--- src/rtl/sorted_list_insert_remove_core_assert.svh ---
// Assertion macros shared by the sorted list RTL.
// Included by the core module, which checks its own logic; needs no package.
`ifndef SORTED_LIST_INSERT_REMOVE_CORE_ASSERT_SVH
`define SORTED_LIST_INSERT_REMOVE_CORE_ASSERT_SVH
`ifndef SYNTH
`define SLIR_ASSERT_SAME(label, clk, rstn, ante, cons) \
  label: assert property (@(posedge clk) disable iff (!(rstn)) (ante) |-> (cons)) \
    else $error("sorted list check failed");
`define SLIR_ASSERT_NEXT(label, clk, rstn, ante, cons) \
  label: assert property (@(posedge clk) disable iff (!(rstn)) (ante) |=> (cons)) \
    else $error("sorted list check failed");
`else
`define SLIR_ASSERT_SAME(label, clk, rstn, ante, cons)
`define SLIR_ASSERT_NEXT(label, clk, rstn, ante, cons)
`endif
`endif

--- src/rtl/slir_pkg.sv ---
// Package for the sorted list core: sizes, operation and status codes,
// and the command struct that the top level hands to every cell.
package slir_pkg;

  localparam int unsigned CAPACITY = 16;
  localparam int unsigned IDX_W    = $clog2(CAPACITY);
  localparam int unsigned CNT_W    = $clog2(CAPACITY + 1);
  localparam int unsigned OP_W     = 2;
  localparam int unsigned DATA_W   = 32;
  localparam int unsigned POS_W    = 4;
  localparam int unsigned STAT_W   = 2;

  typedef enum logic [OP_W-1:0] {
    OP_INSERT = 2'd0,
    OP_REMOVE = 2'd1,
    OP_CLEAR  = 2'd2,
    OP_READ   = 2'd3
  } slir_op_e;

  typedef enum logic [STAT_W-1:0] {
    ST_OK        = 2'd0,
    ST_FULL      = 2'd1,
    ST_NOT_FOUND = 2'd2,
    ST_BAD_POS   = 2'd3
  } slir_status_e;

  typedef struct packed {
    logic                     ins;
    logic                     rem;
    logic                     found;
    logic signed [DATA_W-1:0] value;
  } slir_cmd_t;

endpackage

--- src/rtl/slir_if.sv ---
// Request and response channel interfaces of the sorted list core.
// Depends on slir_pkg for the field widths.
interface slir_req_if;
  logic                              valid;
  logic                              ready;
  logic [slir_pkg::OP_W-1:0]         opcode;
  logic signed [slir_pkg::DATA_W-1:0] value;
  logic [slir_pkg::POS_W-1:0]        position;

  modport source (output valid, opcode, value, position, input ready);
  modport sink   (input valid, opcode, value, position, output ready);
endinterface

interface slir_rsp_if;
  logic                               valid;
  logic                               ready;
  logic [slir_pkg::STAT_W-1:0]        status;
  logic [slir_pkg::CNT_W-1:0]         count;
  logic signed [slir_pkg::DATA_W-1:0] read_value;

  modport source (output valid, status, count, read_value, input ready);
  modport sink   (input valid, status, count, read_value, output ready);
endinterface

--- src/rtl/sorted_list_insert_remove_core.sv ---
// Sorted list core: one request gives one registered response in the next cycle.
// Throughput is one request per cycle while the response channel does not stall; the whole cell chain shifts at once.
// A response register sits between the cells and the response channel.
// Reset empties the list and drops the pending response; entry contents
// are not cleared, only the count.
module sorted_list_insert_remove_core (
  input  logic clk_i,
  input  logic rst_ni,
  slir_req_if.sink   req_i,
  slir_rsp_if.source rsp_o
);
  import slir_pkg::*;

  logic [CNT_W-1:0]         count_q, count_d;
  logic                     rsp_valid_q;
  logic [STAT_W-1:0]        rsp_status_q;
  logic [CNT_W-1:0]         rsp_count_q;
  logic signed [DATA_W-1:0] rsp_data_q;

  logic                     accept;
  slir_op_e                 op;
  logic                     full;
  logic                     found;
  logic                     pos_ok;
  slir_status_e             status_d;
  logic signed [DATA_W-1:0] data_d;
  slir_cmd_t                cmd;

  logic signed [DATA_W-1:0] cell_val [CAPACITY];
  logic [CAPACITY-1:0]      cell_gt;
  logic [CAPACITY-1:0]      cell_eq;

  assign req_i.ready = !rsp_valid_q || rsp_o.ready;
  assign accept      = req_i.valid && req_i.ready;
  assign op          = slir_op_e'(req_i.opcode);
  assign full        = (count_q == CNT_W'(CAPACITY));
  assign found       = |cell_eq;
  assign pos_ok      = (CNT_W'(req_i.position) < count_q);

  assign cmd.ins   = accept && (op == OP_INSERT) && !full;
  assign cmd.rem   = accept && (op == OP_REMOVE);
  assign cmd.found = found;
  assign cmd.value = req_i.value;

  for (genvar i = 0; i < CAPACITY; i++) begin : g_cell
    slir_cell u_cell (
      .clk_i       (clk_i),
      .cmd_i       (cmd),
      .valid_i     (CNT_W'(i) < count_q),
      .gt_left_i   ((i == 0) ? 1'b1 : cell_gt[(i == 0) ? 0 : i - 1]),
      .left_val_i  (cell_val[(i == 0) ? 0 : i - 1]),
      .right_val_i (cell_val[(i == CAPACITY - 1) ? i : i + 1]),
      .val_o       (cell_val[i]),
      .gt_o        (cell_gt[i]),
      .eq_o        (cell_eq[i])
    );
  end

  always_comb begin
    count_d  = count_q;
    status_d = ST_OK;
    data_d   = '0;
    unique case (op)
      OP_INSERT: begin
        if (full) begin
          status_d = ST_FULL;
        end else begin
          count_d = count_q + CNT_W'(1);
        end
      end
      OP_REMOVE: begin
        if (found) begin
          count_d = count_q - CNT_W'(1);
        end else begin
          status_d = ST_NOT_FOUND;
        end
      end
      OP_CLEAR: begin
        count_d = '0;
      end
      OP_READ: begin
        if (pos_ok) begin
          data_d = cell_val[req_i.position[IDX_W-1:0]];
        end else begin
          status_d = ST_BAD_POS;
        end
      end
      default: begin
        status_d = ST_OK;
      end
    endcase
  end

  always_ff @(posedge clk_i or negedge rst_ni) begin
    if (!rst_ni) begin
      count_q     <= '0;
      rsp_valid_q <= 1'b0;
    end else begin
      if (accept) begin
        count_q     <= count_d;
        rsp_valid_q <= 1'b1;
      end else if (rsp_o.ready) begin
        rsp_valid_q <= 1'b0;
      end
    end
  end

  always_ff @(posedge clk_i) begin
    if (accept) begin
      rsp_status_q <= status_d;
      rsp_count_q  <= count_d;
      rsp_data_q   <= data_d;
    end
  end

  assign rsp_o.valid      = rsp_valid_q;
  assign rsp_o.status     = rsp_status_q;
  assign rsp_o.count      = rsp_count_q;
  assign rsp_o.read_value = rsp_data_q;

`include "sorted_list_insert_remove_core_assert.svh"

  `SLIR_ASSERT_SAME(a_count_bound, clk_i, rst_ni, 1'b1, count_q <= CNT_W'(CAPACITY))
  `SLIR_ASSERT_NEXT(a_insert_grows, clk_i, rst_ni, cmd.ins, count_q == $past(count_q) + CNT_W'(1))
  `SLIR_ASSERT_NEXT(a_clear_empties, clk_i, rst_ni, accept && (op == OP_CLEAR), count_q == '0)
  `SLIR_ASSERT_SAME(a_full_status, clk_i, rst_ni, rsp_valid_q && (rsp_status_q == ST_FULL), rsp_count_q == CNT_W'(CAPACITY))
  `SLIR_ASSERT_SAME(a_zero_on_fail, clk_i, rst_ni, rsp_valid_q && (rsp_status_q != ST_OK), rsp_data_q == '0)

endmodule

--- src/rtl/slir_cell.sv ---
// One storage cell of the sorted list chain: holds one entry and takes
// the new value or a neighbor's entry on insert and remove.
// Depends on slir_pkg.
module slir_cell (
  input  logic                               clk_i,
  input  slir_pkg::slir_cmd_t                cmd_i,
  input  logic                               valid_i,
  input  logic                               gt_left_i,
  input  logic signed [slir_pkg::DATA_W-1:0] left_val_i,
  input  logic signed [slir_pkg::DATA_W-1:0] right_val_i,
  output logic signed [slir_pkg::DATA_W-1:0] val_o,
  output logic                               gt_o,
  output logic                               eq_o
);
  import slir_pkg::*;

  logic signed [DATA_W-1:0] val_q, val_d;
  logic                     ge;

  // gt_o marks cells that stay in front of an inserted value.
  assign gt_o = valid_i && (cmd_i.value > val_q);
  assign eq_o = valid_i && (cmd_i.value == val_q);
  assign ge   = valid_i && !(val_q < cmd_i.value);
  assign val_o = val_q;

  always_comb begin
    val_d = val_q;
    if (cmd_i.ins && !gt_o) begin
      val_d = gt_left_i ? cmd_i.value : left_val_i;
    end else if (cmd_i.rem && cmd_i.found && ge) begin
      // Entries from the first match onward close the gap.
      val_d = right_val_i;
    end
  end

  always_ff @(posedge clk_i) begin
    val_q <= val_d;
  end

endmodule

--- src/flat_wrapper.sv ---
// flat-port wrapper written by rule: the top's interface ports become plain ports
module sorted_list_insert_remove_core_flat import slir_pkg::*;
  (clk_i, rst_ni, req_i_valid, req_i_opcode, req_i_value, req_i_position, req_i_ready, rsp_o_valid, rsp_o_status, rsp_o_count, rsp_o_read_value, rsp_o_ready);
  slir_req_if req_i_i ();
  slir_rsp_if rsp_o_i ();
  input  logic clk_i;
  input  logic rst_ni;
  input wire logic [$bits(req_i_i.valid)-1:0] req_i_valid;
  input wire logic [$bits(req_i_i.opcode)-1:0] req_i_opcode;
  input wire logic [$bits(req_i_i.value)-1:0] req_i_value;
  input wire logic [$bits(req_i_i.position)-1:0] req_i_position;
  output wire logic [$bits(req_i_i.ready)-1:0] req_i_ready;
  output wire logic [$bits(rsp_o_i.valid)-1:0] rsp_o_valid;
  output wire logic [$bits(rsp_o_i.status)-1:0] rsp_o_status;
  output wire logic [$bits(rsp_o_i.count)-1:0] rsp_o_count;
  output wire logic [$bits(rsp_o_i.read_value)-1:0] rsp_o_read_value;
  input wire logic [$bits(rsp_o_i.ready)-1:0] rsp_o_ready;
  assign req_i_i.valid = req_i_valid;
  assign req_i_i.opcode = req_i_opcode;
  assign req_i_i.value = req_i_value;
  assign req_i_i.position = req_i_position;
  assign req_i_ready = req_i_i.ready;
  assign rsp_o_valid = rsp_o_i.valid;
  assign rsp_o_status = rsp_o_i.status;
  assign rsp_o_count = rsp_o_i.count;
  assign rsp_o_read_value = rsp_o_i.read_value;
  assign rsp_o_i.ready = rsp_o_ready;
  sorted_list_insert_remove_core u_core (.clk_i(clk_i), .rst_ni(rst_ni), .req_i(req_i_i), .rsp_o(rsp_o_i));
endmodule
--- config.mk ---
export PLATFORM = sky130hd
export DESIGN_NAME = sorted_list_insert_remove_core_flat
export DESIGN_NICKNAME = d
export VERILOG_FILES = /design/src/rtl/slir_pkg.sv /design/src/rtl/slir_if.sv /design/src/rtl/sorted_list_insert_remove_core.sv /design/src/rtl/slir_cell.sv /design/src/flat_wrapper.sv
export VERILOG_INCLUDE_DIRS = /design/src /design/src/rtl
export SDC_FILE = /design/constraint.sdc
export NUM_CORES = 2
export LEC_CHECK = 0
export ABC_CLOCK_PERIOD_IN_PS = 5890
export BUFFER_PORTS_ARGS = -buffer_cell sky130_fd_sc_hd__buf_4
export CAP_MARGIN = 20
export CORE_UTILIZATION = 50
export DETAILED_ROUTE_END_ITERATION = 6
export GPL_ROUTABILITY_DRIVEN = 0
export PLACE_DENSITY_LB_ADDON = 0.2
export SETUP_SLACK_MARGIN = 0.5
export SLEW_MARGIN = 30
export SYNTH_ARGS = -nofsm -noshare
export SYNTH_HDL_FRONTEND = slang
export SYNTH_SLANG_ARGS = --single-unit
--- constraint.sdc ---
create_clock -name clk_i -period 5.89 [get_ports clk_i]
set_clock_uncertainty 0.1 [all_clocks]
set_input_delay 0.2945 -clock clk_i [delete_from_list [all_inputs] [get_ports clk_i]]
set_output_delay 0.2945 -clock clk_i [all_outputs]
set_load 0.005 [all_outputs]
Word level (Yosys, flattened, before mapping)
Index checks and enable logic that the tools add are counted.
- register bits after elaboration: 557
- input port bits: 42
- output and inout bits: 41
- logic and storage cells: 286
- $add $sub $neg: 2
- $lt $le $gt $ge: 49
- eq/ne operators: 20
- multiplexer cells: 57
- bitwise gates (word level): 1
- reductions and logical operators: 136
- operators by type and width (operator ; number):
    32-bit two-way mux ; 47
    32-bit equality test ; 16
    32-bit greater-than comparator ; 16
    32-bit < comparator ; 15
    32-bit binary-select mux with 4-bit select ; 1
    1-bit logical AND ; 83
    4-bit by 5-bit < comparator with 1-bit output (first input constant) ; 8
    1-bit zero test ; 33
    2-bit nonzero test ; 16
    3-bit by 5-bit < comparator with 1-bit output (first input constant) ; 4
    16-bit OR reduction ; 1
    5-bit case mux with 3 select lines ; 1
    1-bit by 5-bit < comparator with 1-bit output (first input constant) ; 2
    2-bit by 5-bit < comparator with 1-bit output (first input constant) ; 2
    5-bit two-way mux ; 2
    2-bit case mux with 3 select lines ; 1
    5-bit by 1-bit adder with 5-bit output (second input constant) ; 1
    5-bit equality test (second input constant) ; 1
    5-bit >= comparator (second input constant) ; 1
    4-bit by 5-bit < comparator with 1-bit output ; 1
    4-bit NOT with 5-bit output ; 1
    5-bit by 1-bit subtractor with 5-bit output (second input constant) ; 1
    2-bit equality test (second input constant) ; 2
    2-bit two-way mux ; 2
    other kinds (5) ; 7

Depth between registers and ports, before layout
- depth in word-level cells: 8
- depth in mapped cells: 13
- mapped depth without buffers: 10

Cells and area by module
From an unflattened synthesis, not the netlist that was laid out.
- cell total of the unflattened synthesis: 4038
- area total of the unflattened synthesis: 49776.5 um^2
- modules (own cells, without submodules) (module ; instances ; cells an instance ; area an instance (um^2) ; sequential area each (um^2)):
    slir_cell ; 16 ; 225 ; 2743.9 ; 960.9
    sorted_list_insert_remove_core ; 1 ; 438 ; 5874.4 ; 1321.3

Least setup slack after synthesis
No wires, ideal clock.
- kind: register to register
- from: register u_core.g_cell[15].u_cell.val_q[31]
- to: register u_core.g_cell[5].u_cell.val_q[0], enable pin
- library setup time: 470 ps
- arrival: 4755 ps
- required time: 5320 ps
- setup slack: 565 ps
- cell stages (with the launch flop): 11
- path buffers: 0
- clock period less this slack: 5325 ps
- cells stage by stage: edfxtp_1 inv_1 ha_1 nand4_1 nor4_1 nand3_1 o2111ai_1 nor4_2 and2_1 or3_1 o31ai_1
- cells in the longest elaborated chain, start to end: 6
- ends and longest elaborated chain (element ; line ; source):
    start: declaration ; slir_cell.sv:17 ; logic signed [DATA_W-1:0] val_q, val_d;
    start signal: assignment ; slir_cell.sv:37 ; val_q <= val_d;
    32-bit equality test ; slir_cell.sv:22 ; assign eq_o = valid_i && (cmd_i.value == val_q);
    1-bit logical AND ; slir_cell.sv:22 ;
    16-bit OR reduction ; sorted_list_insert_remove_core.sv:37 ; assign found = |cell_eq;
    1-bit logical AND (2 in a row) ; slir_cell.sv:30 ; end else if (cmd_i.rem && cmd_i.found && ge) begin
    2-bit nonzero test (no source line) ; - ;
    end signal: assignment ; slir_cell.sv:37 ;
    end: declaration ; slir_cell.sv:17 ;
No other way between the ends.
A chain may end at the register's enable or synchronous reset.

Worst setup path in the final report
- from: register u_core.g_cell[10].u_cell.val_q[5]
- to: register u_core.g_cell[6].u_cell.val_q[25], enable pin
- cells in the longest elaborated chain, start to end: 6
- ends and longest elaborated chain (element ; line):
    start: declaration ; slir_cell.sv:17
    start signal: assignment ; slir_cell.sv:37
    32-bit equality test ; slir_cell.sv:22
    1-bit logical AND ; slir_cell.sv:22
    16-bit OR reduction ; sorted_list_insert_remove_core.sv:37
    1-bit logical AND (2 in a row) ; slir_cell.sv:30
    2-bit nonzero test (no source line) ; -
    end signal: assignment ; slir_cell.sv:37
    end: declaration ; slir_cell.sv:17
No other way between the ends.

==> flow_summary.json <==
{
  "status": "completed",
  "swShare_pct": 32.45,
  "drtIter0Drc": 4756,
  "combPwrFrac_pct": 24.8,
  "wl_per_cell_um": 27.80,
  "finalSetupViolCount": 0,
  "cts_tree": "yes",
  "internal-power_uw": 8176,
  "chipHeight_um": 300.6,
  "synthCells": 4325,
  "htreeDepth": 3,
  "cts_root_buffer": "clkbuf_16",
  "ys_warn_count": 0,
  "drc_errors": 0,
  "cts_made_buffers": 69,
  "drive_gt1_share_pct": 10.88,
  "cap_violations": 0,
  "p_clk_share_pct": 35.9,
  "slew_headroom_pct": 33.13,
  "grtUsageTotal_pct": 33.50,
  "endpoint_kind": "flip-flop",
  "syn_area_mm2": 0.04459,
  "place_inst": 5405,
  "critPathLaunchType": "flip-flop",
  "portBuffers": 82,
  "synth_edf_count": 551,
  "boundaryPins": 83,
  "p_leak_uw": 0.02112,
  "coreArea_mm2": 0.08837,
  "initial_utilization_pct": 50.46,
  "syn2layout_area_growth_pct": 9.573,
  "ys_async_sr_fraction_pct": 1.077,
  "rows": 109,
  "synth_cell_types": 73,
  "fin_cells": 5539,
  "clockBufferDepth": 3,
  "setup_tns_ns": 0,
  "hp-class": "input pin to flip-flop",
  "die_w_um": 300.6,
  "maxSlewViolCount": 0,
  "min_path_cells": 3,
  "p_seq_share_pct": 39.2,
  "final_common_cell": "a21oi_1",
  "drtAntennaViolNets": 0,
  "fin_crit_ns": 4.881,
  "clk_latency_ns": 0.66,
  "synth-seq-cells": 557,
  "grt_max_degree": 69,
  "drt-total-wl_um": 154000,
  "antenna_found_initial": 5,
  "syn_area_per_cell_um2": 10.31,
  "worstRegToRegCells": 11,
  "overflow": 0,
  "hpwlAfterDp_um": 114500,
  "fillers": 7715,
  "synthesis.nets": 4886,
  "cts.repair.resized": 0,
  "cts_num_sinks": 557,
  "worstSetupPathType": "flip-flop to flip-flop",
  "fin_nets": 4878,
  "first_global_vias": 34040,
  "yosys_most_used_dff": "edfxtp_1",
  "cp_max_fo": 32,
  "ys_seq_area_share_pct": 37.44,
  "final_cell_mix": "a21oi_1, edfxtp_1, mux2i_1",
  "drt-pass1-iter-count": 6,
  "rsz0062_at_grt": "no",
  "p_per_area_mw_per_mm2": 247.7,
  "tightest_slew_ns": 1.001,
  "arrival_ns": 5.06,
  "grt_pass1_wl_um": 224200,
  "timing.fmax_ghz": 0.2049,
  "clk_pin_slew_worst_paths_ns": 0.06,
  "ir_worst_vdd_uv": 220.0,
  "switchingPower_uw": 3927,
  "vias": 36400,
  "finalCritPeriodShare_pct": 82.88,
  "die-area_mm2": 0.09039,
  "route.detailed.vias_per_inst": 6.571,
  "required_ns": 6.06,
  "report.final.hold_viol_count": 0
}
[power groups by stage]
stage	Combinational, µW	Clock, µW	Sequential, µW
finish	3010	4350	4750
global route	3220	4500	4760
CTS	2950	4380	4730
detailed placement	2930	0	4820
global placement	2890	0	4810
floorplan	2050	0	4720
[state kept, by name, summed over array words and instances (netlist names)]
| register | cells |
|---|---|
| u_core.rsp_o.count | 5 |
| u_core.count_q | 5 |
| u_core.rsp_o.status | 2 |
| u_core.g_cell.u_cell.val_o | 512 |
| u_core.rsp_o.valid | 1 |
| u_core.rsp_o.read_value | 32 |
[metal layers]
| metal | wire length (µm) | global-route usage [%] | part of all wire, % | vias up |
|---|---|---|---|---|
| met1 | 62920 | 47.56 | 41 | 17770 |
| met3 | 18950 | 7.792 | 12 | 281 |
| met4 | 5665 | 12.86 | 3.7 | 2 |
| met5 | 13 | 0 | 0.0084 | - |
| li1 | - | - | - | 16200 |
| met2 | 66430 | 49.48 | 43 | 2135 |
[cell usage after synthesis, types with 8 or more instances]
cell / number / area (µm²)
mux4_2: 160 / 3603
mux2i_1: 526 / 5265
nor3_1: 15 / 75.07
a21oi_1: 731 / 3659
a211oi_1: 15 / 112.6
and2_1: 17 / 106.4
mux2_2: 10 / 112.6
buf_1: 31 / 116.4
a31oi_1: 9 / 56.30
edfxtp_1: 551 / 16550
o21a_1: 18 / 135.1
clkbuf_1: 159 / 596.8
nand2_1: 154 / 578.1
nand2b_1: 10 / 62.56
nor2_1: 341 / 1280
buf_4: 9 / 67.56
inv_1: 426 / 1599
o31ai_1: 8 / 60.06
nand4_1: 122 / 763.2
o21ai_0: 73 / 365.4
nand3_1: 56 / 280.3
nor2b_1: 61 / 381.6
nor4_1: 28 / 175.2
ha_1: 519 / 6494
o211ai_1: 32 / 240.2
o21ai_1: 32 / 160.2
a21o_1: 31 / 232.7
a221oi_1: 12 / 105.1
nand3b_1: 9 / 67.56
a211o_1: 8 / 70.07
buf_2: 48 / 240.2
and4_1: 9 / 78.83
[metrics by stage]
stage          util (%)  area (µm²)  hold slack (ns)  power [µW]  setup slack (ns)
5_1_grt           55.29       48860          0.06377       12480            0.8699
6_report          55.29       48860          0.04334       12100             1.009
3_3_place_gp      52.70       46570          0.01430        7700            0.7399
2_1_floorplan         -       44590          -0.1011        6778            0.5647
4_1_cts           55.29       48860          0.02245       12060             1.132
3_5_place_dp      52.71       46580          0.01288        7748            0.6996
[final timing paths]
kind                                                             startpoint                                          end  slack [ns]
worst max-delay path            u_core.g_cell[10].u_cell.val_o[5]$_DFFE_PP_  u_core.g_cell[6].u_cell.val_o[25]$_DFFE_PP_        1.01
worst min-delay path                                        req_i_value[22]  u_core.g_cell[5].u_cell.val_o[22]$_DFFE_PP_        0.04
worst max register to register  u_core.g_cell[10].u_cell.val_o[5]$_DFFE_PP_  u_core.g_cell[6].u_cell.val_o[25]$_DFFE_PP_        1.01
worst min register to register   u_core.g_cell[6].u_cell.val_o[0]$_DFFE_PP_   u_core.g_cell[5].u_cell.val_o[0]$_DFFE_PP_        0.50
max in group asynchronous                                            rst_ni               u_core.rsp_o.valid$_DFFE_PN0P_        4.93
min in group asynchronous                                            rst_ni                u_core.count_q[1]$_DFFE_PN0P_        0.51
[cells by family after synthesis]
| group | count (synthesis) | share of synthesized area [%] |
|---|---|---|
| DFF | 557 | 37.44 |
| buffers and inverters | 678 | 5.968 |
| AOI/OAI and AO/OA | 1026 | 12.79 |
| and+or+nand+nor | 844 | 8.992 |
| xor gates and xnor gates | 4 | 0.07858 |
| adders and majority gates | 519 | 14.56 |
| muxes | 697 | 20.17 |
[critical path, cell delays in order (launching register included)]
cell       delay [ns]
edfxtp_1         0.44
inv_1            0.07
ha_1             0.29
nand4_1          0.17
nor4_1           0.68
nand2_1          0.14
o22ai_1          0.61
a2111oi_1        0.22
and2_1           0.37
or3_1            0.65
o31ai_4          0.25
buf_4            0.49
[final cells by class]
cell class                      instances  area (µm²)  share of cell area (%)
Timing Repair Buffer                  171        1410                   2.886
Antenna cell                            1       2.502                0.005121
Tap cell                             1165        1458                   2.983
Clock inverter                         43       434.2                  0.8885
Sequential cell                       557       16700                   34.17
Multi-Input combinational cell       3090       25470                   52.13
Inverter                              428        1607                   3.288
Clock buffer                           84        1783                   3.649
[repair_timing]
item	in CTS	in global routing
hold buffers	6	0
setup buffers	0	0
hold endpoints to repair	10	0
Note: power is estimated with default switching activity, not from simulation.
